$ cat src/hdl/nearest_scale_alpha_flatten_top_macros.svh
// ----------------------------------------------------------------------------
// Assertion macros for the nearest-neighbor scaler
// Concurrent checks that compile away when SYNTHESIS is defined.
// ----------------------------------------------------------------------------
`ifndef NEAREST_SCALE_ALPHA_FLATTEN_TOP_MACROS_SVH
`define NEAREST_SCALE_ALPHA_FLATTEN_TOP_MACROS_SVH
`ifndef SYNTHESIS
`define NSAF_ASSERT(label, clk, rst, prop, msg) \
  label: assert property (@(posedge clk) disable iff (rst) prop) else $error(msg);
`define NSAF_ASSERT_ALWAYS(label, clk, prop, msg) \
  label: assert property (@(posedge clk) prop) else $error(msg);
`else
`define NSAF_ASSERT(label, clk, rst, prop, msg)
`define NSAF_ASSERT_ALWAYS(label, clk, prop, msg)
`endif
`endif

$ cat src/hdl/nsaf_pkg.sv
// ----------------------------------------------------------------------------
// nsaf_pkg
// Types and constants shared by the nearest-neighbor scaler modules.
// ----------------------------------------------------------------------------
`default_nettype none

package nsaf_pkg;

  typedef enum logic {
    CMD_LOAD = 1'b0,
    CMD_REQ  = 1'b1
  } cmd_t;

  typedef enum logic [1:0] {
    REG_SRC_WIDTH  = 2'd0,
    REG_SRC_HEIGHT = 2'd1,
    REG_SCALE      = 2'd2,
    REG_INV_SCALE  = 2'd3
  } reg_idx_t;

  localparam logic [10:0] OUT_CAP     = 11'd1024;
  localparam logic [7:0]  ALPHA_MAX   = 8'd255;
  localparam logic [28:0] HALF_Q16    = 29'd32768;
  localparam logic [31:0] DIV255_MUL  = 32'd32897;

  typedef struct packed {
    logic       cmd;
    logic [9:0] coord_x;
    logic [9:0] coord_y;
    logic [7:0] in_red;
    logic [7:0] in_green;
    logic [7:0] in_blue;
    logic [7:0] in_alpha;
  } req_item_t;

  typedef struct packed {
    logic [7:0]  out_red;
    logic [7:0]  out_green;
    logic [7:0]  out_blue;
    logic        status;
    logic [10:0] out_width;
    logic [10:0] out_height;
  } rsp_item_t;

  typedef struct packed {
    logic [8:0]  src_width;
    logic [8:0]  src_height;
    logic [18:0] scale_q16;
    logic [24:0] inv_scale_q16;
  } cfg_t;

  // request leaving the mapping pipe toward the blend pipe
  typedef struct packed {
    logic        valid;
    logic        status;
    logic [10:0] out_width;
    logic [10:0] out_height;
  } map_to_blend_t;

endpackage

`default_nettype wire

$ cat src/hdl/nsaf_map.sv
// ----------------------------------------------------------------------------
// nsaf_map
// Four-stage coordinate pipe: clamp, multiply, map and size, address/status.
// ----------------------------------------------------------------------------
`default_nettype none
`include "nearest_scale_alpha_flatten_top_macros.svh"

module nsaf_map import nsaf_pkg::*; #(
  parameter  int MAX_WIDTH  = 256,
  parameter  int MAX_HEIGHT = 256,
  localparam int DEPTH      = MAX_WIDTH * MAX_HEIGHT,
  localparam int AW         = (DEPTH > 1) ? $clog2(DEPTH) : 1,
  localparam int XW         = (MAX_WIDTH > 1) ? $clog2(MAX_WIDTH) : 1,
  localparam int YW         = (MAX_HEIGHT > 1) ? $clog2(MAX_HEIGHT) : 1
) (
  input  logic          clk,
  input  logic          rst,
  input  cfg_t          cfg,
  input  logic          req_valid,
  output logic          req_stall,
  input  req_item_t     req_item,
  input  logic          down_ready,
  output map_to_blend_t to_blend,
  output logic [AW-1:0] addr,
  output logic          ram_we,
  output logic [31:0]   ram_wdata
);

  localparam logic [12:0]   MW   = 13'(MAX_WIDTH);
  localparam logic [12:0]   MH   = 13'(MAX_HEIGHT);
  localparam logic [AW-1:0] MW_A = AW'(MAX_WIDTH);

  function automatic logic [8:0] clamp_size(logic [8:0] v, logic [12:0] maxv);
    logic [12:0] t;
    t = 13'(v);
    if (t == 13'd0) begin
      t = 13'd1;
    end else if (t > maxv) begin
      t = maxv;
    end
    return t[8:0];
  endfunction

  function automatic logic [10:0] out_size(logic [27:0] p);
    logic [28:0] s;
    logic [12:0] r;
    s = 29'(p) + HALF_Q16;
    r = s[28:16];
    if (r == 13'd0) begin
      return 11'd1;
    end else if (r > 13'(OUT_CAP)) begin
      return OUT_CAP;
    end
    return r[10:0];
  endfunction

  function automatic logic [18:0] map_coord(logic [34:0] p, logic [8:0] w);
    logic [18:0] s;
    logic [18:0] lim;
    s   = p[34:16];
    lim = 19'(w - 9'd1);
    return (s > lim) ? lim : s;
  endfunction

  // stage 1
  logic        v1, s1_cmd, s1_ld_ok;
  logic [9:0]  s1_x, s1_y;
  logic [31:0] s1_pix;
  logic [8:0]  s1_w, s1_h;
  // stage 2
  logic        v2, s2_cmd, s2_ld_ok;
  logic [9:0]  s2_x, s2_y;
  logic [31:0] s2_pix;
  logic [8:0]  s2_w, s2_h;
  logic [34:0] s2_px, s2_py;
  logic [27:0] s2_pw, s2_ph;
  // stage 3
  logic        v3, s3_cmd, s3_ld_ok;
  logic [9:0]  s3_x, s3_y;
  logic [31:0] s3_pix;
  logic [XW-1:0] s3_sx;
  logic [YW-1:0] s3_sy;
  logic [10:0] s3_ow, s3_oh;
  // stage 4
  logic        v4, s4_cmd, s4_ld_ok, s4_status;
  logic [31:0] s4_pix;
  logic [AW-1:0] s4_addr;
  logic [10:0] s4_ow, s4_oh;

  logic        r1, r2, r3, r4;
  logic        ld_ok;
  logic [18:0] sx_sel, sy_sel;

  assign r4 = !v4 || down_ready || (s4_cmd == CMD_LOAD);
  assign r3 = !v3 || r4;
  assign r2 = !v2 || r3;
  assign r1 = !v1 || r2;
  assign req_stall = !r1;

  assign ld_ok = (13'(req_item.coord_x) < MW) && (13'(req_item.coord_y) < MH);

  assign sx_sel = (s2_cmd == CMD_LOAD) ? 19'(s2_x) : map_coord(s2_px, s2_w);
  assign sy_sel = (s2_cmd == CMD_LOAD) ? 19'(s2_y) : map_coord(s2_py, s2_h);

  always_ff @(posedge clk) begin
    if (rst) begin
      v1 <= 1'b0;
      v2 <= 1'b0;
      v3 <= 1'b0;
      v4 <= 1'b0;
    end else begin
      if (r1) v1 <= req_valid;
      if (r2) v2 <= v1;
      if (r3) v3 <= v2;
      if (r4) v4 <= v3;
    end
  end

  always_ff @(posedge clk) begin
    if (r1) begin
      s1_cmd   <= req_item.cmd;
      s1_x     <= req_item.coord_x;
      s1_y     <= req_item.coord_y;
      s1_pix   <= {req_item.in_alpha, req_item.in_blue, req_item.in_green, req_item.in_red};
      s1_w     <= clamp_size(cfg.src_width, MW);
      s1_h     <= clamp_size(cfg.src_height, MH);
      s1_ld_ok <= ld_ok;
    end
    if (r2) begin
      s2_cmd   <= s1_cmd;
      s2_x     <= s1_x;
      s2_y     <= s1_y;
      s2_pix   <= s1_pix;
      s2_w     <= s1_w;
      s2_h     <= s1_h;
      s2_ld_ok <= s1_ld_ok;
      s2_px    <= 35'(s1_x) * 35'(cfg.inv_scale_q16);
      s2_py    <= 35'(s1_y) * 35'(cfg.inv_scale_q16);
      s2_pw    <= 28'(s1_w) * 28'(cfg.scale_q16);
      s2_ph    <= 28'(s1_h) * 28'(cfg.scale_q16);
    end
    if (r3) begin
      s3_cmd   <= s2_cmd;
      s3_x     <= s2_x;
      s3_y     <= s2_y;
      s3_pix   <= s2_pix;
      s3_ld_ok <= s2_ld_ok;
      s3_sx    <= sx_sel[XW-1:0];
      s3_sy    <= sy_sel[YW-1:0];
      s3_ow    <= out_size(s2_pw);
      s3_oh    <= out_size(s2_ph);
    end
    if (r4) begin
      s4_cmd    <= s3_cmd;
      s4_pix    <= s3_pix;
      s4_ld_ok  <= s3_ld_ok;
      s4_addr   <= AW'(AW'(s3_sy) * MW_A + AW'(s3_sx));
      s4_status <= (11'(s3_x) >= s3_ow) || (11'(s3_y) >= s3_oh);
      s4_ow     <= s3_ow;
      s4_oh     <= s3_oh;
    end
  end

  assign addr      = s4_addr;
  assign ram_wdata = s4_pix;
  assign ram_we    = v4 && (s4_cmd == CMD_LOAD) && s4_ld_ok;

  assign to_blend.valid      = v4 && (s4_cmd == CMD_REQ);
  assign to_blend.status     = s4_status;
  assign to_blend.out_width  = s4_ow;
  assign to_blend.out_height = s4_oh;

  `NSAF_ASSERT_ALWAYS(a_reset_empty, clk, rst |=> !v1 && !v2 && !v3 && !v4, "pipe not empty after reset")
  `NSAF_ASSERT(a_no_bubble_hold, clk, rst, v1 && !v2 |=> v2, "stage 1 held over an empty stage 2")
  `NSAF_ASSERT(a_size_range, clk, rst, v3 |-> s3_ow != 11'd0 && s3_ow <= OUT_CAP && s3_oh != 11'd0 && s3_oh <= OUT_CAP, "output size out of range")
  `NSAF_ASSERT(a_col_range, clk, rst, v3 && s3_cmd == CMD_REQ |-> 32'(s3_sx) < 32'(MAX_WIDTH), "mapped column beyond store")

endmodule

`default_nettype wire

$ cat config.mk
export PLATFORM = sky130hd
export DESIGN_NAME = nsaf_map
export DESIGN_NICKNAME = d
export VERILOG_FILES = /design/src/hdl/nsaf_pkg.sv /design/src/hdl/nsaf_map.sv
export VERILOG_INCLUDE_DIRS = /design/src /design/src/hdl
export SDC_FILE = /design/constraint.sdc
export NUM_CORES = 2
export LEC_CHECK = 0
export ABC_AREA = 1
export BUFFER_PORTS_ARGS = -buffer_cell sky130_fd_sc_hd__buf_2
export CAP_MARGIN = 10
export CELL_PAD_IN_SITES_DETAIL_PLACEMENT = 0
export CELL_PAD_IN_SITES_GLOBAL_PLACEMENT = 1
export CORE_MARGIN = 10
export CORE_UTILIZATION = 45
export DETAILED_ROUTE_END_ITERATION = 8
export GPL_TIMING_DRIVEN = 0
export PLACE_DENSITY = 0.78
export SYNTH_ARGS = -nofsm -noshare
export SYNTH_HDL_FRONTEND = slang
export SYNTH_SLANG_ARGS = --single-unit
$ cat constraint.sdc
create_clock -name clk -period 8.89 [get_ports clk]
set_input_delay 0.4445 -clock clk [delete_from_list [all_inputs] [get_ports clk]]
set_output_delay 0.4445 -clock clk [all_outputs]
set_load 0.03 [all_outputs]
== After elaboration in Yosys (flattened, before gate mapping) ==
Index checks and enable logic that the tools add are counted.

* Flip-flop bits (word level): 439
* Logic and storage cells: 99

* Multiplexer cells: 18
* Magnitude comparators: 10
* Bitwise gates (word level): 1
* Add/sub/neg operators: 5
* Reduce and logical (&&, ||, !) cells: 21
* $mul: 4

{| class="wikitable"
|+ Operators with widths
! operator !! number
|-
| $mul 10x25->35 || 2
|-
| $mux 11 || 6
|-
| $add 28x16->29 const B || 2
|-
| $mul 9x19->28 || 2
|-
| $gt 19x19->1 || 2
|-
| $mux 8 || 4
|-
| $gt 13x11->1 const B || 2
|-
| $logic_not 13->1 || 2
|-
| $ge 10x11->1 || 2
|-
| $lt 10x9->1 const B || 2
|-
| $sub 9x1->10 const B || 2
|-
| $gt 9x9->1 const B || 2
|-
| $logic_not 9->1 || 2
|-
| $mux 9 || 2
|-
| $add 16x8->16 || 1
|-
| $logic_or 1x1->1 || 6
|-
| $mux 1 || 6
|-
| $logic_not 1->1 || 5
|-
| $logic_and 1x1->1 || 4
|-
| $reduce_or 2->1 || 2
|-
| $not 1->1 || 1
|}

== Logic depth before layout (Yosys ltp) ==
* Word-level depth: 7
* Mapped depth: 26
* Depth with buffers taken out: 24

== Worst setup path after synthesis ==
Ideal clock, no wire load.

* Path type: register to register
* Start: register s4_cmd
* End: register s1_cmd, enable pin
* Slack: -771 ps
* Data required time: 8464 ps
* Arrival time: 9235 ps
* Period minus slack after synthesis: 9661 ps
* Stages on the path, launching flop included: 10
* Path through: edfxtp_1 -> nand2_1 -> nor2_1 -> inv_1 -> nor2_1 -> inv_1 -> nor2_1 -> inv_1 -> nor2_1 -> inv_1

* Longest elaborated chain between the ends: 5

{| class="wikitable"
|+ Ends and longest elaborated chain
! item !! line !! source
|-
| start, declared || nsaf_map.sv:85 || <nowiki>logic v4, s4_cmd, s4_ld_ok, s4_status;</nowiki>
|-
| start signal, assigned || nsaf_map.sv:154 || <nowiki>s4_cmd <= s3_cmd;</nowiki>
|-
| $not 1->1 || nsaf_map.sv:94 || <nowiki>assign r4 = !v4 || down_ready || (s4_cmd == CMD_LOAD);</nowiki>
|-
| $logic_or 1x1->1 || nsaf_map.sv:94 ||
|-
| named net r4 || nsaf_map.sv:90 || <nowiki>logic r1, r2, r3, r4;</nowiki>
|-
| $logic_or 1x1->1 || nsaf_map.sv:95 || <nowiki>assign r3 = !v3 || r4;</nowiki>
|-
| named net r3 || nsaf_map.sv:90 ||
|-
| $logic_or 1x1->1 || nsaf_map.sv:96 || <nowiki>assign r2 = !v2 || r3;</nowiki>
|-
| named net r2 || nsaf_map.sv:90 ||
|-
| $logic_or 1x1->1 || nsaf_map.sv:97 || <nowiki>assign r1 = !v1 || r2;</nowiki>
|-
| end signal, assigned || nsaf_map.sv:121 || <nowiki>s1_cmd <= req_item.cmd;</nowiki>
|-
| end, declared || nsaf_map.sv:66 || <nowiki>logic v1, s1_cmd, s1_ld_ok;</nowiki>
|}

The timed path passes the listed nets, and every way through them passes these cells.
A chain may end at the register's enable or synchronous reset.

== Final worst setup path ==
* Start: register s1_y[4]
* End: register s2_py[32] (data pin)

* Longest elaborated chain between the ends: 1

{| class="wikitable"
|+ Ends and longest elaborated chain
! item !! line !! source
|-
| start, declared || nsaf_map.sv:67 || <nowiki>logic [9:0] s1_x, s1_y;</nowiki>
|-
| start signal, assigned || nsaf_map.sv:123 || <nowiki>s1_y <= req_item.coord_y;</nowiki>
|-
| $mul 10x25->35 || nsaf_map.sv:138 || <nowiki>s2_py <= 35'(s1_y) * 35'(cfg.inv_scale_q16);</nowiki>
|-
| end signal, assigned || nsaf_map.sv:138 ||
|-
| end, declared || nsaf_map.sv:75 || <nowiki>logic [34:0] s2_px, s2_py;</nowiki>
|}

No other way between the ends.

==> reports/results.tsv <==
stage	metric	value	unit
outcome	status	completed	
yosys	syn_inst	4784	
timing	finalSetupViolCount	0	
route	dr_total_vias	31000	
clocking	cts_setup_buffers	0	
yosys	syn_area_per_cell	8.65	µm²
yosys	synthesis.nets	5793	
timing	drv_slew	0	
yosys	syn_area	41400	µm²
cells_and_area	finalNetCount	6005	
yosys	synth_cell_types	42	
cells_and_area	postLayoutCoreUtil	49.5	%
yosys	ys_ff_latch	377	
timing	hold_viol_final	0	
critical_path	cp_max_fo	10	
critical_path	cp_common_cell	fa_1	
clocking	numCtsBuffers	40	
placement	globalplace.congestion	0.933	
timing	fmax	0.163	GHz
critical_path	critPathRequiredTime	9.23	ns
critical_path	slowest_stage	clkbuf_1	
grt	grt_antenna_before_repair	4	
floorplanning	num_io_pins	193	
yosys	synth_mux_area_share	0	%
floorplanning	die_y	323	µm
floorplanning	rows	111	
critical_path	path_class	reg -> reg	
timing	min_period_over_period	68.8	%
critical_path	path_cells	clkbuf_1, clkbuf_1, nand2_1, inv_1, fa_1, fa_1, fa_1, fa_1, inv_1, fa_1, inv_1, ha_1, a21oi_1, o21ai_0, a21boi_0, o21a_1, nand2_1, nand2_1, nand2_1	
yosys	yosys_warnings	0	
timing	finalCriticalPeriod	6.12	ns
route	viasPerCell	4.98	
yosys	synthXorXnorAreaFrac	1.31	%
floorplanning	initial_core_util	45.3	%
placement	postPlaceCellArea	43700	µm²
critical_path	arrival	6.46	ns
critical_path	critPathLaunchType	register	
clocking	worstSkewPairLatency	0.60	ns
yosys	synth_compound_area_share	4.10	%
critical_path	cp-end-kind	register	
clocking	cts_tree	yes	
yosys	yosysSeqAreaShare	27.3	%
floorplanning	die_area	104000	µm²
route	drtAntennaViolNets	0	
clocking	clock-sinks	377	
route	dr.pass1.iters	5	
job	maxCapViolations	0	
cells_and_area	post-route-cell-area	45200	µm²
grt	grt_max_degree	62	
critical_path	max_stage_delay	0.68	ns
timing	max_slew.worst_pin.slew	0.973	ns
clocking	cts.path.max_buffers	3	
yosys	synthAdderAreaFrac	37.8	%
cells_and_area	areaGrowthSynthToFinish	9.32	%
floorplanning	die_w	323	µm
grt	grt_pass1_vias	32400	
critical_path	crit_family	adder cells	
critical_path	reg2regPathDepth	19	
grt	grt-ovfl-total	0	
grt	grt_pass1_wl	180000	µm
critical_path	cp_num_buf_inv	5	
power	p_leak	0.0247	µW
clocking	cts.clk_slew.worst_paths	0.07	ns
min_path	hp-class	in -> reg	
route	drtIter0Drc	2034	
yosys	synthSimpleGateAreaFrac	16.7	%
placement	port_buffers	148	
cells_and_area	drive_gt1_share	4.64	%
route	wl_per_cell	18.3	µm
yosys	synth_top_family_by_area	adder cells	
critical_path	worstSetupPathDepth	19	
timing	max_slew_margin	35.1	%
clocking	clock-root-buffer	clkbuf_16	
timing	finClkSkew	0.0289	ns
placement	dpl.hpwl	92500	µm
power	max-vdd-ir-drop	236	µV
power	power_density	296	nW/µm²
placement	dp.cells	6124	
route	wl	114000	µm
route	route.detailed.drc	0	
min_path	min_path_cells	1	
grt	grt_usage	22.2	%
timing	rsz0062_at_grt	no	
floorplanning	core-area	91400	µm²
cells_and_area	fin_cells	6216	
clocking	cts_max_level	2	
==> cell type report <==
| cell class | count | area [µm²] |
|---|---|---|
| clock buffers | 49 | 1030 |
| plain buffers | 184 | 703 |
| well taps | 1186 | 1480 |
| inverters | 1218 | 4580 |
| flip-flops and latches | 377 | 11300 |
| multi-input cells | 3005 | 24800 |
| clock inverters | 23 | 273 |
| repair buffers | 170 | 1040 |
| diodes | 4 | 10.0 |
| fillers | 8821 | 46200 |
==> logic make-up (layout without fill, tap and decap cells) <==
| logic type | count (synthesis) | after routing |
|---|---|---|
| other cells | 0 | 4 |
| flops | 377 | 377 |
| simple gates | 1745 | 1745 |
| fa+ha+maj | 890 | 890 |
| buf+inv | 1402 | 1644 |
| xor+xnor | 62 | 62 |
| compound gates | 308 | 308 |
==> per-stage QoR <==
stage	total power (µW)	TNS, ns	hold slack, ns	setup slack (ns)
finish	13400	0	0.0371	2.77
global route	14900	0	0.00526	2.50
CTS	13500	0	0.000720	2.78
detailed placement	11700	0	0.405	2.78
global placement	11700	-204.37	0.400	-2.67
floorplan	9160	0	0.400	0.744
==> layer usage <==
metal | track usage (%) | up-vias | share of wire, %
li1 | - | 14700 | -
met1 | 29.0 | 15300 | 43
met2 | 38.9 | 813 | 49
met3 | 2.78 | 176 | 5.5
met4 | 5.59 | 0 | 2.6
met5 | 0 | - | 0
==> path summary, 6_finish.rpt <==
| path | startpoint | endpoint | slack, ns |
|---|---|---|---|
| max | s1_y[4] | s2_py[32] | 2.77 |
| min | req_item[47] | s1_x[5] | 0.04 |
| max reg2reg | s1_y[4] | s2_py[32] | 2.77 |
| min reg2reg | s2_y[8] | s3_y[8] | 0.41 |
==> registers in the layout, summed over array words and instances, names as in the netlist, 13 cells and up <==
register   count
s3_pix        32
s2_ph         13
s2_pw         13
s2_py         19
s2_pix        32
addr          16
ram_wdata     32
s1_pix        32
s2_px         19
==> cells in the final DEF (no fill, tap or decap), drive strengths merged, types with 3 or more instances in the layout <==
cell / count
a21boi: 7
a21o: 18
a21oi: 158
a31oi: 6
buf: 170
bufinv: 3
clkbuf: 217
clkinv: 13
clkinvlp: 3
dfxtp: 4
diode: 4
dlygate4sd3: 16
edfxtp: 373
fa: 600
ha: 290
inv: 1222
nand2: 1328
nand3: 121
nand3b: 4
nand4: 24
nor2: 200
nor3: 47
nor4: 15
o211ai: 3
o21a: 10
o21ai: 88
o21bai: 9
xnor2: 14
xor2: 48
==> cell usage after synthesis (all sizes together) <==
cell / n / share of area [%]
o21a: 10 / 0.18
inv: 1218 / 11
o221ai: 1 / 0.021
fa: 600 / 29
o21bai: 9 / 0.16
and3: 2 / 0.030
xnor2: 14 / 0.30
buf: 16 / 0.17
nor3: 47 / 0.62
ha: 290 / 8.8
o311ai: 2 / 0.042
o31ai: 2 / 0.036
xor2: 48 / 1.0
edfxtp: 373 / 27
nand3b: 4 / 0.073
o21ai: 88 / 1.1
nor2: 200 / 1.8
a41oi: 1 / 0.021
nor4: 15 / 0.23
nand2b: 1 / 0.015
or3: 2 / 0.030
nand3: 121 / 1.5
a211oi: 2 / 0.036
clkbuf: 168 / 1.5
a21o: 18 / 0.33
nand4: 24 / 0.36
o211ai: 3 / 0.054
dfxtp: 4 / 0.19
a31oi: 6 / 0.091
a21oi: 158 / 1.9
a221oi: 1 / 0.021
nor3b: 1 / 0.018
nand2: 1328 / 12
a21boi: 7 / 0.13
==> what timing repair did <==
item,in CTS,in global routing
endpoints found under the hold margin,16,0
gates resized for setup,0,0
endpoints found under the setup margin,0,0
hold buffers,16,0
==> report_power, final <==
| group | leakage, µW | total (µW) | internal, µW | switching, µW |
|---|---|---|---|---|
| Sequential | 0.00407 | 2820 | 2620 | 201 |
| Clock | 0.000633 | 1670 | 939 | 734 |
| Combinational | 0.0200 | 8910 | 3110 | 5800 |
| Total | 0.0247 | 13400 | 6670 | 6740 |
Power figures use the tool's default switching activity.
