--- src/hdl/nearest_scale_alpha_flatten_top_macros.svh ---
// ----------------------------------------------------------------------------
// Assertion macros for the nearest-neighbor scaler
// Concurrent checks that compile away when SYNTHESIS is defined.
// ----------------------------------------------------------------------------
`ifndef NEAREST_SCALE_ALPHA_FLATTEN_TOP_MACROS_SVH
`define NEAREST_SCALE_ALPHA_FLATTEN_TOP_MACROS_SVH
`ifndef SYNTHESIS
`define NSAF_ASSERT(label, clk, rst, prop, msg) \
  label: assert property (@(posedge clk) disable iff (rst) prop) else $error(msg);
`define NSAF_ASSERT_ALWAYS(label, clk, prop, msg) \
  label: assert property (@(posedge clk) prop) else $error(msg);
`else
`define NSAF_ASSERT(label, clk, rst, prop, msg)
`define NSAF_ASSERT_ALWAYS(label, clk, prop, msg)
`endif
`endif

--- src/hdl/nsaf_pkg.sv ---
// ----------------------------------------------------------------------------
// nsaf_pkg
// Types and constants shared by the nearest-neighbor scaler modules.
// ----------------------------------------------------------------------------
`default_nettype none

package nsaf_pkg;

  typedef enum logic {
    CMD_LOAD = 1'b0,
    CMD_REQ  = 1'b1
  } cmd_t;

  typedef enum logic [1:0] {
    REG_SRC_WIDTH  = 2'd0,
    REG_SRC_HEIGHT = 2'd1,
    REG_SCALE      = 2'd2,
    REG_INV_SCALE  = 2'd3
  } reg_idx_t;

  localparam logic [10:0] OUT_CAP     = 11'd1024;
  localparam logic [7:0]  ALPHA_MAX   = 8'd255;
  localparam logic [28:0] HALF_Q16    = 29'd32768;
  localparam logic [31:0] DIV255_MUL  = 32'd32897;

  typedef struct packed {
    logic       cmd;
    logic [9:0] coord_x;
    logic [9:0] coord_y;
    logic [7:0] in_red;
    logic [7:0] in_green;
    logic [7:0] in_blue;
    logic [7:0] in_alpha;
  } req_item_t;

  typedef struct packed {
    logic [7:0]  out_red;
    logic [7:0]  out_green;
    logic [7:0]  out_blue;
    logic        status;
    logic [10:0] out_width;
    logic [10:0] out_height;
  } rsp_item_t;

  typedef struct packed {
    logic [8:0]  src_width;
    logic [8:0]  src_height;
    logic [18:0] scale_q16;
    logic [24:0] inv_scale_q16;
  } cfg_t;

  // request leaving the mapping pipe toward the blend pipe
  typedef struct packed {
    logic        valid;
    logic        status;
    logic [10:0] out_width;
    logic [10:0] out_height;
  } map_to_blend_t;

endpackage

`default_nettype wire

--- src/hdl/nsaf_regs.sv ---
// ----------------------------------------------------------------------------
// nsaf_regs
// APB register file: source size, scale and inverse scale.
// ----------------------------------------------------------------------------
`default_nettype none

module nsaf_regs import nsaf_pkg::*; (
  input  logic        clk,
  input  logic        rst,
  input  logic        psel,
  input  logic        penable,
  input  logic        pwrite,
  input  logic [3:0]  paddr,
  input  logic [31:0] pwdata,
  output logic [31:0] prdata,
  output logic        pready,
  output cfg_t        cfg
);

  logic     wr;
  reg_idx_t idx;

  assign idx    = reg_idx_t'(paddr[3:2]);
  assign wr     = psel & penable & pwrite;
  assign pready = 1'b1;

  always_ff @(posedge clk) begin
    if (rst) begin
      cfg.src_width     <= 9'd256;
      cfg.src_height    <= 9'd256;
      cfg.scale_q16     <= 19'd65536;
      cfg.inv_scale_q16 <= 25'd65536;
    end else if (wr) begin
      unique case (idx)
        REG_SRC_WIDTH:  cfg.src_width     <= pwdata[8:0];
        REG_SRC_HEIGHT: cfg.src_height    <= pwdata[8:0];
        REG_SCALE:      cfg.scale_q16     <= pwdata[18:0];
        REG_INV_SCALE:  cfg.inv_scale_q16 <= pwdata[24:0];
        default:        cfg.src_width     <= cfg.src_width;
      endcase
    end
  end

  always_comb begin
    unique case (idx)
      REG_SRC_WIDTH:  prdata = 32'(cfg.src_width);
      REG_SRC_HEIGHT: prdata = 32'(cfg.src_height);
      REG_SCALE:      prdata = 32'(cfg.scale_q16);
      REG_INV_SCALE:  prdata = 32'(cfg.inv_scale_q16);
      default:        prdata = 32'd0;
    endcase
  end

endmodule

`default_nettype wire

--- config.mk ---
export PLATFORM = sky130hd
export DESIGN_NAME = nsaf_regs
export DESIGN_NICKNAME = d
export VERILOG_FILES = /design/src/hdl/nearest_scale_alpha_flatten_top_macros.svh /design/src/hdl/nsaf_pkg.sv /design/src/hdl/nsaf_regs.sv
export SDC_FILE = /design/constraint.sdc
export NUM_CORES = 1
export LEC_CHECK = 0
export BUFFER_PORTS_ARGS = -buffer_cell sky130_fd_sc_hd__buf_2
export CORE_MARGIN = 3
export CORE_UTILIZATION = 40
export CTS_CLUSTER_DIAMETER = 50
export DETAILED_ROUTE_END_ITERATION = 16
export PLACE_DENSITY = 0.74
export SLEW_MARGIN = 25
export SYNTH_ARGS = -nofsm -noshare
export SYNTH_HDL_FRONTEND = slang
export SYNTH_SLANG_ARGS = --single-unit
--- constraint.sdc ---
create_clock -name clk -period 2.5 [get_ports clk]
set_clock_uncertainty 0.15 [all_clocks]
set_input_delay 0.125 -clock clk [delete_from_list [all_inputs] [get_ports clk]]
set_output_delay 0.125 -clock clk [all_outputs]
set_load 0.03 [all_outputs]
# Word-level counts from Yosys, hierarchy flattened
# Cells that the tools add are included.
[word_totals]
in_bits = 41
register_bits = 62
word_cells = 15
output_inout_bits = 95
[op_classes]
mux = 1
bitwise = 2
reduce_logical = 5
n_eq_ne = 3
[ops]
columns = ["cell", "n"]
rows = [
  ["case mux 32 bit (4 select lines)", 1],
  ["AND reduction 2 bit", 4],
  ["equality test 2 bit, second input constant", 2],
  ["AND 1 bit", 2],
  ["equality test 2 x 1 -> 1 bit, second input constant", 1],
  ["zero test 2 bit", 1],
]

# Longest topological paths before layout
# Gate-level depths: netlist of run 1.
[depth]
ltp_word = 3
mapped_depth = 5
depth_no_buf = 3

# Least setup slack after synthesis of run 1
# Ideal clock, no wire load.
[synth_path]
path_type = "input to output"
startpoint = "input paddr[3]"
endpoint = "output prdata[10]"
arrival_time_ns = 1.177
required_ns = 2.225
slack_ns = 1.048
stages = 4
n_path_buf = 3
cell_sequence = "buf_6 -> buf_2 -> clkbuf_1 -> nor2b_1"
[synth_via]
elab_chain_cells = 2
elab_cells_between_ends = 5
classes_between = "eq/ne: 3; mux: 1; reduce/logical: 1"
[synth_lines]
columns = ["item", "line", "rtl"]
rows = [
  ["start: declaration", "nsaf_regs.sv:13", "input logic [3:0] paddr,"],
  ["equality test 2 bit, or another cell as far along", "nsaf_regs.sv:45", "unique case (idx)"],
  ["case mux 32 bit (4 select lines) (*)", "nsaf_regs.sv:45", ""],
  ["end: declaration", "nsaf_regs.sv:15", "output logic [31:0] prdata,"],
]
# Every way passes the cells marked *; elsewhere a longest branch is shown, timed or not. The select of a mux whose other input is x is not followed.

# Final worst setup path of run 1
[layout_path]
startpoint = "input paddr[3]"
endpoint = "output prdata[5]"
# Same word-level chain as after synthesis.

==> out/metrics.yaml, run 1 <==
area_delta_synth_final_pct: 31.9
routed-via-count: 2643
io_buffers: 118
holdCritPathClass: "in -> reg"
setup_violations: 0
grt_use_total: 0.183
final_cell_mix: "sky130_fd_sc_hd__buf_2 (118), sky130_fd_sc_hd__dfxtp_1 (62), sky130_fd_sc_hd__nand2b_1 (58)"
yosys_reg_bits: 62
post-cts-setup-buffers: 0
crit_start: "paddr[3]"
power_per_cell_area_nw_per_um2: 497
layout.cells.most_common: "sky130_fd_sc_hd__buf_2"
area_used_by_sequential_logic_in_the_layout_um2: 1240
synth-seq-area-share: 0.400
tritoncts_clock_tree: "built"
max_cap_violations: 0
start_util: 0.421
core.rowCount: 31
maximum_number_of_pins_on_one_net_before_global_route_repair: 47
syn_area_um2: 3100
first_iter_violations: 90
layout_cells_sized_above_1: 0.333
yosysWarnings: 0
pin_count: 136
worst-endpoint-required_ns: 2.23
full_die_area_um2: 8850
top_register: "cfg"
worst-path-buf-inv: 2
synth_enable_flop_cells: 0
timing.fmax_mhz: 559
critical-path-max-stage-delay_ns: 0.60
timing.final.crit_period_ns: 1.79
synth_cell_type_count: 22
tritoncts_num_sinks: 62
antenna-diode-count: 0
rr_startpoint: "cfg[5]$_SDFFE_PP0P_"
core_area_um2: 7370
global_route_wire_length_before_repair_mm: 12.6
postRouteWirelength_mm: 7.93
post-route-worst-setup-slack_ns: 0.711
outcome: "finished, final reports clean"
critPathTopFamily: "buffers and inverters"
clkLatencyLatePin_ns: 0.33
timing.max_slew.rel_slack: 0.404
htree_num_levels: 3
drt-met1-wl_mm: 3.55
multi_input_comb_area_um2: 1670
pre_cts_ws_ns: 0.547
report.final.slew_viol_count: 0
wl_met2_mm: 3.82
crit_path_kind: "in -> out"
dieWidth_um: 94.1
cts_root_buf: "sky130_fd_sc_hd__clkbuf_8"
yosys_most_used_dff: "sky130_fd_sc_hd__dfxtp_1"
tightestPinTransition_ns: 0.894
die_height_um: 94.1
wl_met3_um: 486
final_antenna_net_count: 0
wire_length_per_cell_after_detailed_routing_um: 14.4
worst_ep_arrival_time_ns: 1.51
post_drt_via_cell_ratio: 4.81
route.top_layer_used: "met4"
asyncSetResetFlopFracSynth: 0
initial_antenna_violation_count: 0
drc: 0
hpwlAfterDp_mm: 5.20
largest_register_ff_count: 62
cp_cell_sequence: "buf_2 -> mux4_2 -> buf_2"
vias_in_the_first_global_route: 2574
worst_ir_drop_vdd_v: 0.000251
num-nets-final: 487
firstDrtPassIters: 4
cts_buffer_depth: 2
totalNegativeSetupSlack_ns: 0
critical-path-top-cell-by-count: "sky130_fd_sc_hd__buf_2"
clk_pin_slew_ns: 0.06
cts_inserted_buffers: 9
timing.critical_path.fanout_max: 31
worstSetupEndpointType: "output pin"
final_hold_viols: 0
gr-total-overflow: 0
cp-start-kind: "input port"
p_leak_uw: 0.00197
crit_path_top_delay_cell: "sky130_fd_sc_hd__mux4_2"
synthCells: 316
post-route-period-util: 0.716
reg.largest.list: "cfg x62"
place_congestion: 0.736
holdCritStartpoint: "pwdata[6]"
post_synth.cell_area_avg_um2: 9.82
fillers: 672
unrepaired_setup_endpoints_after_global_routing: "no"
routing by layer:
metal | vias to the layer above | track usage
met4 | 0 | 0.0578
met5 | - | 0
met1 | 1246 | 0.231
li1 | 1308 | -
met3 | 5 | 0.0553
met2 | 84 | 0.300
logic make-up (layout without fill, tap and decap cells):
| kind of cell | after synthesis | count (layout) | share of synthesized area |
|---|---|---|---|
| buf+inv | 35 | 163 | 0.0681 |
| compound gates | 48 | 48 | 0.0774 |
| simple gates | 112 | 112 | 0.232 |
| mux | 57 | 57 | 0.220 |
| flops | 62 | 62 | 0.400 |
| other cells | 2 | 8 | 0.00242 |
power breakdown:
part	switching [uW]	internal, uW	total [uW]
sequential	9.26	1000	1010
combinational	148	109	257
clock	361	408	769
total	518	1520	2040
tightest hold or removal path, cell delays in order:
cell	delay [ns]
sky130_fd_sc_hd__buf_2	0.08
sky130_fd_sc_hd__nand2b_1	0.10
sky130_fd_sc_hd__mux2i_1	0.14
cells in the mapped netlist, types with 2 or more instances:
library cell	count	share of area
sky130_fd_sc_hd__nand2b_1	58	0.12
sky130_fd_sc_hd__nor2_1	6	0.0073
sky130_fd_sc_hd__nor3b_4	2	0.012
sky130_fd_sc_hd__o21ai_1	3	0.0048
sky130_fd_sc_hd__mux2i_1	48	0.15
sky130_fd_sc_hd__conb_1	2	0.0024
sky130_fd_sc_hd__dfxtp_1	62	0.40
sky130_fd_sc_hd__buf_4	9	0.022
sky130_fd_sc_hd__o21ai_0	45	0.073
sky130_fd_sc_hd__and3_1	6	0.012
sky130_fd_sc_hd__mux4_2	9	0.065
sky130_fd_sc_hd__clkbuf_1	14	0.017
sky130_fd_sc_hd__buf_2	6	0.0097
sky130_fd_sc_hd__nor2b_1	34	0.069
sky130_fd_sc_hd__buf_6	5	0.018
worst paths after layout:
kind | end | slack (ns) | depth (start not counted)
worst min-delay path | cfg[31]$_SDFFE_PP0P_ | 0.02 | 3
worst min register to register | cfg[46]$_SDFFE_PP0P_ | 0.34 | 2
worst max register to register | cfg[5]$_SDFFE_PP0P_ | 1.55 | 3
worst max-delay path | prdata[5] | 0.71 | 3
what timing repair did:
item / CTS / global route
hold buffers: 24 / 0
gates resized for setup: 0 / 0
endpoints found under the hold margin: 48 / 0
stage by stage:
step	utilization	instances	instance area, um2	total power, uW	hold WS (ns)
3_3_place_gp	0.500	510	3690	1260	0.232
6_report	0.556	549	4090	2040	0.0218
2_1_floorplan	-	322	3130	1200	0.121
3_5_place_dp	0.500	510	3690	1260	0.232
5_1_grt	0.556	549	4090	2130	0.0169
4_1_cts	0.556	549	4090	2060	0.00697
area by class of cell:
class	instances	area share
clock buffer	14	0.0397
clock inverter	1	0.00122
multi-input combinational	225	0.409
sequential	62	0.303
tap	99	0.0303
timing repair buffer	148	0.217
Power figures use the tool's default switching activity.
==> run 2: changes to the inputs <==
--- a/config.mk
+++ b/config.mk
@@ -5,6 +5,7 @@
 export SDC_FILE = /design/constraint.sdc
 export NUM_CORES = 1
 export LEC_CHECK = 0
+export ABC_AREA = 1
 export BUFFER_PORTS_ARGS = -buffer_cell sky130_fd_sc_hd__buf_2
 export CORE_MARGIN = 3
 export CORE_UTILIZATION = 40
==> constraint.sdc (replaced) <==
create_clock -name clk -period 1.7 [get_ports clk]
set_clock_uncertainty 0.15 [all_clocks]
set_input_delay 0.085 -clock clk [delete_from_list [all_inputs] [get_ports clk]]
set_output_delay 0.085 -clock clk [all_outputs]
set_load 0.03 [all_outputs]
==> out/metrics.yaml, run 2 <==
outcome: "finished, final reports clean"
dieWidth_um: 94.0
final_hold_viols: 0
synth-seq-area-share: 0.401
timing.hold.ws_ns: 0.0722
initial_antenna_violation_count: 0
reg.largest.list: "cfg x62"
cts_buffer_depth: 2
cts_root_buf: "sky130_fd_sc_hd__clkbuf_8"
worstSetupEndpointType: "output pin"
critical-path-top-cell-by-count: "sky130_fd_sc_hd__buf_2"
post-cts-setup-buffers: 0
p_sw_frac: 0.286
htree_num_levels: 3
core.rowCount: 31
yosysMostFrequentCell: "sky130_fd_sc_hd__nor2_1"
setup_violations: 0
yosysWarnings: 0
antenna-diode-count: 0
ys_top_cells_by_area: "sky130_fd_sc_hd__dfxtp_1 (40%), sky130_fd_sc_hd__nor2_1 (15%), sky130_fd_sc_hd__nand2_1 (12%)"
postRouteWirelength_mm: 8.74
layout_cells_sized_above_1: 0.266
report.final.slew_viol_count: 0
post_synth.cell_area_avg_um2: 6.85
share_clk_of_total_power: 0.390
worst-endpoint-required_ns: 1.46
p_leak_uw: 0.00211
pin_count: 136
place_congestion: 0.799
critical-path-max-stage-delay_ns: 0.22
core_area_um2: 7370
worst_ir_drop_vdd_v: 0.000390
timing.final.crit_period_ns: 1.49
num-nets-final: 627
routed-via-count: 3262
wire_length_per_cell_after_detailed_routing_um: 12.7
start_util: 0.420
tritoncts_clock_tree: "built"
grt_use_total: 0.199
die_height_um: 94.0
io_buffers: 118
top_register: "cfg"
final_cell_mix: "sky130_fd_sc_hd__nor2_1 (122), sky130_fd_sc_hd__buf_2 (118), sky130_fd_sc_hd__nand2_1 (101)"
power_per_cell_area_nw_per_um2: 805
drc: 0
largest_register_ff_count: 62
synth_enable_flop_cells: 0
maximum_number_of_pins_on_one_net_before_global_route_repair: 63
post-layout-total-power_uw: 3330
syn_area_um2: 3100
area_delta_synth_final_pct: 33.6
layout.cells.non_filler: 690
yosys_reg_bits: 62
fin_util: 0.561
timing.fmax_mhz: 673
global_route_wire_length_before_repair_mm: 14.1
tritoncts_num_sinks: 62
crit_path_kind: "in -> out"
unrepaired_setup_endpoints_after_global_routing: "no"
vias_in_the_first_global_route: 3083
p_switching_uw: 954
synthCells: 452
cts_inserted_buffers: 9
final_antenna_net_count: 0
p_int_uw: 2380
max_cap_violations: 0
cp_cell_sequence: "buf_2 -> nand2_4 -> inv_2 -> buf_12 -> nand2_1 -> nand4_1 -> buf_2"
post-place-cells: 649
firstDrtPassIters: 4
synth_top_area_frac: 0.401
clkLatencyLatePin_ns: 0.32
first_iter_violations: 118
power.combinational.fraction: 0.157
worst-path-buf-inv: 4
cp-start-kind: "input port"
holdCritPathClass: "in -> reg"
post-route-period-util: 0.875
hpwlAfterDp_mm: 5.65
seq_power_share: 0.453
worst_ep_arrival_time_ns: 1.25
totalNegativeSetupSlack_ns: 0
gr-total-overflow: 0
synth_largest_area_cell: "sky130_fd_sc_hd__dfxtp_1"
layout.cells.most_common: "sky130_fd_sc_hd__nor2_1"
crit_path_top_delay_cell: "sky130_fd_sc_hd__buf_2"
asyncSetResetFlopFracSynth: 0
full_die_area_um2: 8830
clk_pin_slew_ns: 0.07
post_drt_via_cell_ratio: 4.73
yosys_most_used_dff: "sky130_fd_sc_hd__dfxtp_1"
synth_cell_type_count: 22
critPathTopFamily: "buffers and inverters"
synth_commonest_cells: "sky130_fd_sc_hd__nor2_1 (122), sky130_fd_sc_hd__nand2_1 (101), sky130_fd_sc_hd__dfxtp_1 (62), sky130_fd_sc_hd__nand3_1 (62), sky130_fd_sc_hd__inv_1 (31)"
timing.critical_path.fanout_max: 25
run 2: cell types whose count changed in the layout (fill, tap and decap cells not counted), moves of 10 or more:
cell,change
sky130_fd_sc_hd__nand2_1,+101
sky130_fd_sc_hd__a22o_1,+10
sky130_fd_sc_hd__nand2b_1,-58
sky130_fd_sc_hd__o21ai_0,-41
sky130_fd_sc_hd__nor2b_1,-34
sky130_fd_sc_hd__mux2i_1,-48
sky130_fd_sc_hd__nor2_1,+116
sky130_fd_sc_hd__inv_1,+31
sky130_fd_sc_hd__nand3_1,+62
run 2: layer usage:
metal  vias to the layer above  share of wire  global-route usage  routed length [um]
met3                         7          0.065              0.0473                 568
met4                         0         0.0072              0.0638                  63
met1                      1464           0.43               0.236                3750
met5                         -              0                   0                   0
met2                       124           0.50               0.351                4360
li1                       1667              -                   -                   -
run 2: repair_timing:
item	4_1_cts	5_1_grt
hold buffers	25	0
endpoints found under the hold margin	61	0
gates resized for setup	0	0
run 2: area by class of cell:
type | count | area [um2]
fillers | 722 | 3230
multi-input cells | 327 | 1490
flip-flops and latches | 62 | 1240
repair buffers | 151 | 951
clock buffers | 10 | 138
inverters | 35 | 134
well taps | 99 | 124
clock inverters | 6 | 61.3
run 2: cell families after synthesis:
family	Yosys count	share of synthesized area
flops	62	0.401
simple gates	305	0.435
buf+inv	69	0.127
other cells	2	0.00243
compound gates	14	0.0348
run 2: worst reg2reg max path: stages (launching register included):
cell	delay [ns]
sky130_fd_sc_hd__dfxtp_1	0.34
sky130_fd_sc_hd__o21ai_0	0.09
sky130_fd_sc_hd__nand3_1	0.09
run 2: path summary, 6_finish.rpt:
kind | from | endpoint | slack, ns | cells after the start
max | paddr[2] | prdata[7] | 0.21 | 7
min reg2reg | cfg[2]$_SDFFE_PP0P_ | cfg[2]$_SDFFE_PP0P_ | 0.35 | 2
max reg2reg | cfg[16]$_SDFFE_PP1P_ | cfg[16]$_SDFFE_PP1P_ | 0.91 | 2
min | rst | cfg[61]$_SDFFE_PP1P_ | 0.07 | 4
run 2: metrics by stage:
stage	instance area (um2)	setup WS, ns
after global routing	4140	0.122
after floorplan	3120	0.471
after detailed placement	3690	0.209
after CTS	4140	0.204
final	4140	0.213
after global placement	3690	0.235
run 2: power groups by stage:
stage / Combinational [uW] / Sequential, uW / Clock [uW]
finish: 522 / 1510 / 1300
CTS: 521 / 1510 / 1330
global route: 573 / 1510 / 1390
detailed placement: 475 / 1540 / 0
global placement: 469 / 1540 / 0
floorplan: 296 / 1600 / 0
==> run 3: changes to the inputs <==
--- a/config.mk
+++ b/config.mk
@@ -12,6 +12,7 @@
 export CTS_CLUSTER_DIAMETER = 50
 export DETAILED_ROUTE_END_ITERATION = 16
 export PLACE_DENSITY = 0.74
+export REMOVE_ABC_BUFFERS = 1
 export SLEW_MARGIN = 25
 export SYNTH_ARGS = -nofsm -noshare
 export SYNTH_HDL_FRONTEND = slang
==> constraint.sdc (replaced) <==
create_clock -name clk -period 1.84 [get_ports clk]
set_clock_uncertainty 0.15 [all_clocks]
set_input_delay 0.092 -clock clk [delete_from_list [all_inputs] [get_ports clk]]
set_output_delay 0.092 -clock clk [all_outputs]
set_load 0.03 [all_outputs]
==> out/metrics.yaml, run 3 (same netlist as run 2, synthesis figures left out) <==
p_leak_uw: 0.00210
tightestPinTransition_ns: 0.524
area_used_by_sequential_logic_in_the_layout_um2: 1240
dieWidth_um: 94.0
post-route-period-util: 0.805
worst-endpoint-required_ns: 1.60
hpwlAfterDp_mm: 5.49
holdCritPathClass: "in -> reg"
grt_use_total: 0.189
holdCritStartpoint: "rst"
post-layout-total-power_uw: 3040
timing.max_slew.rel_slack: 0.651
cts_inserted_buffers: 9
antenna-diode-count: 0
post-cts-setup-buffers: 0
top_register: "cfg"
setup_violations: 0
worst_ep_arrival_time_ns: 1.24
core_area_um2: 7370
area_delta_synth_final_pct: 33.3
final_cell_mix: "sky130_fd_sc_hd__nor2_1 (122), sky130_fd_sc_hd__buf_2 (118), sky130_fd_sc_hd__nand2_1 (101)"
clkLatencyLatePin_ns: 0.32
htree_num_levels: 3
num-nets-final: 627
firstDrtPassIters: 4
clk_pin_slew_ns: 0.08
pin_count: 136
groute.layer.met3.usage: 0.0377
vias_in_the_first_global_route: 2928
global_route.usage.met2: 0.348
cts_buffer_depth: 2
layout.cells.non_filler: 689
reg.largest.list: "cfg x62"
place_congestion: 0.748
gr-usage-met1: 0.212
maximum_number_of_pins_on_one_net_before_global_route_repair: 63
initial_antenna_violation_count: 0
wire_length_per_cell_after_detailed_routing_um: 12.3
crit_path_kind: "in -> out"
first_iter_violations: 138
routed-via-count: 3273
post-route-worst-setup-slack_ns: 0.359
rr_startpoint: "cfg[18]$_SDFFE_PP0P_"
cts.repair.resized: 0
final_hold_viols: 0
worstSetupEndpointType: "output pin"
multi_input_comb_area_um2: 1490
totalNegativeSetupSlack_ns: 0
tritoncts_num_sinks: 62
tritoncts_clock_tree: "built"
start_util: 0.420
postRouteWirelength_mm: 8.50
cp-start-kind: "input port"
global_route_wire_length_before_repair_mm: 13.3
layout_cells_sized_above_1: 0.263
fillers: 748
post-place-cells: 649
max_cap_violations: 0
layout.cells.most_common: "sky130_fd_sc_hd__nor2_1"
drc: 0
timing.critical_path.fanout_max: 15
post_drt_via_cell_ratio: 4.75
crit_start: "paddr[2]"
power_per_cell_area_nw_per_um2: 736
timing.final.crit_period_ns: 1.48
full_die_area_um2: 8830
outcome: "finished, final reports clean"
report.final.slew_viol_count: 0
pre_cts_ws_ns: 0.342
worst_ir_drop_vdd_v: 0.000404
most_heavily_used_metal_layer_in_global_routing: "met2"
unrepaired_setup_endpoints_after_global_routing: "no"
io_buffers: 118
gr-total-overflow: 0
timing.fmax_mhz: 675
cts_root_buf: "sky130_fd_sc_hd__clkbuf_8"
die_height_um: 94.0
final_antenna_net_count: 0
core.rowCount: 31
largest_register_ff_count: 62
-- run 3: changes by cell type in the layout (fill, tap and decap cells not counted), sizes merged --
cell,delta
clkinv,-2
clkbuf,+1
-- run 3: per-stage QoR --
step,utilization,hold WS (ns),cell area [um2]
6_report,0.560,0.0656,4130
5_1_grt,0.560,0.0643,4130
4_1_cts,0.560,0.0451,4130
3_5_place_dp,0.500,0.179,3690
3_3_place_gp,0.500,0.170,3690
2_1_floorplan,-,0.0683,2860
-- run 3: where the power goes --
part	switching (uW)	internal, uW
logic	313	166
clock network	514	651
registers	22.2	1370
-- run 3: worst paths after layout --
kind | cells after the start | slack, ns | end
setup / recovery | 7 | 0.36 | prdata[0]
hold / removal | 5 | 0.07 | cfg[9]$_SDFFE_PP0P_
setup reg to reg | 2 | 1.06 | cfg[18]$_SDFFE_PP0P_
hold reg to reg | 2 | 0.35 | cfg[19]$_SDFFE_PP0P_
-- run 3: worst max-delay path: stages --
cell and delay, ns:
sky130_fd_sc_hd__buf_2 0.22, sky130_fd_sc_hd__nand2_4 0.15, sky130_fd_sc_hd__inv_2 0.22, sky130_fd_sc_hd__buf_12 0.18
sky130_fd_sc_hd__nand2_1 0.05, sky130_fd_sc_hd__nand4_1 0.10, sky130_fd_sc_hd__buf_2 0.21
-- run 3: timing repair --
| item | CTS | global route |
|---|---|---|
| endpoints found under the hold margin | 60 | 0 |
| hold buffers | 25 | 0 |
| setup endpoints to repair | 0 | 0 |
-- run 3: cell type report --
cell class,instances,share of cell area
clock buffers,11,0.0343
clock inverters,4,0.0115
inverters,35,0.0324
multi-input cells,327,0.361
flip-flops and latches,62,0.301
well taps,99,0.0300
repair buffers,151,0.230
-- run 3: routing by layer --
layer	part of all wire	wire length, um
met1	0.42	3610
met2	0.50	4220
met3	0.073	624
met4	0.0054	46
met5	0	0
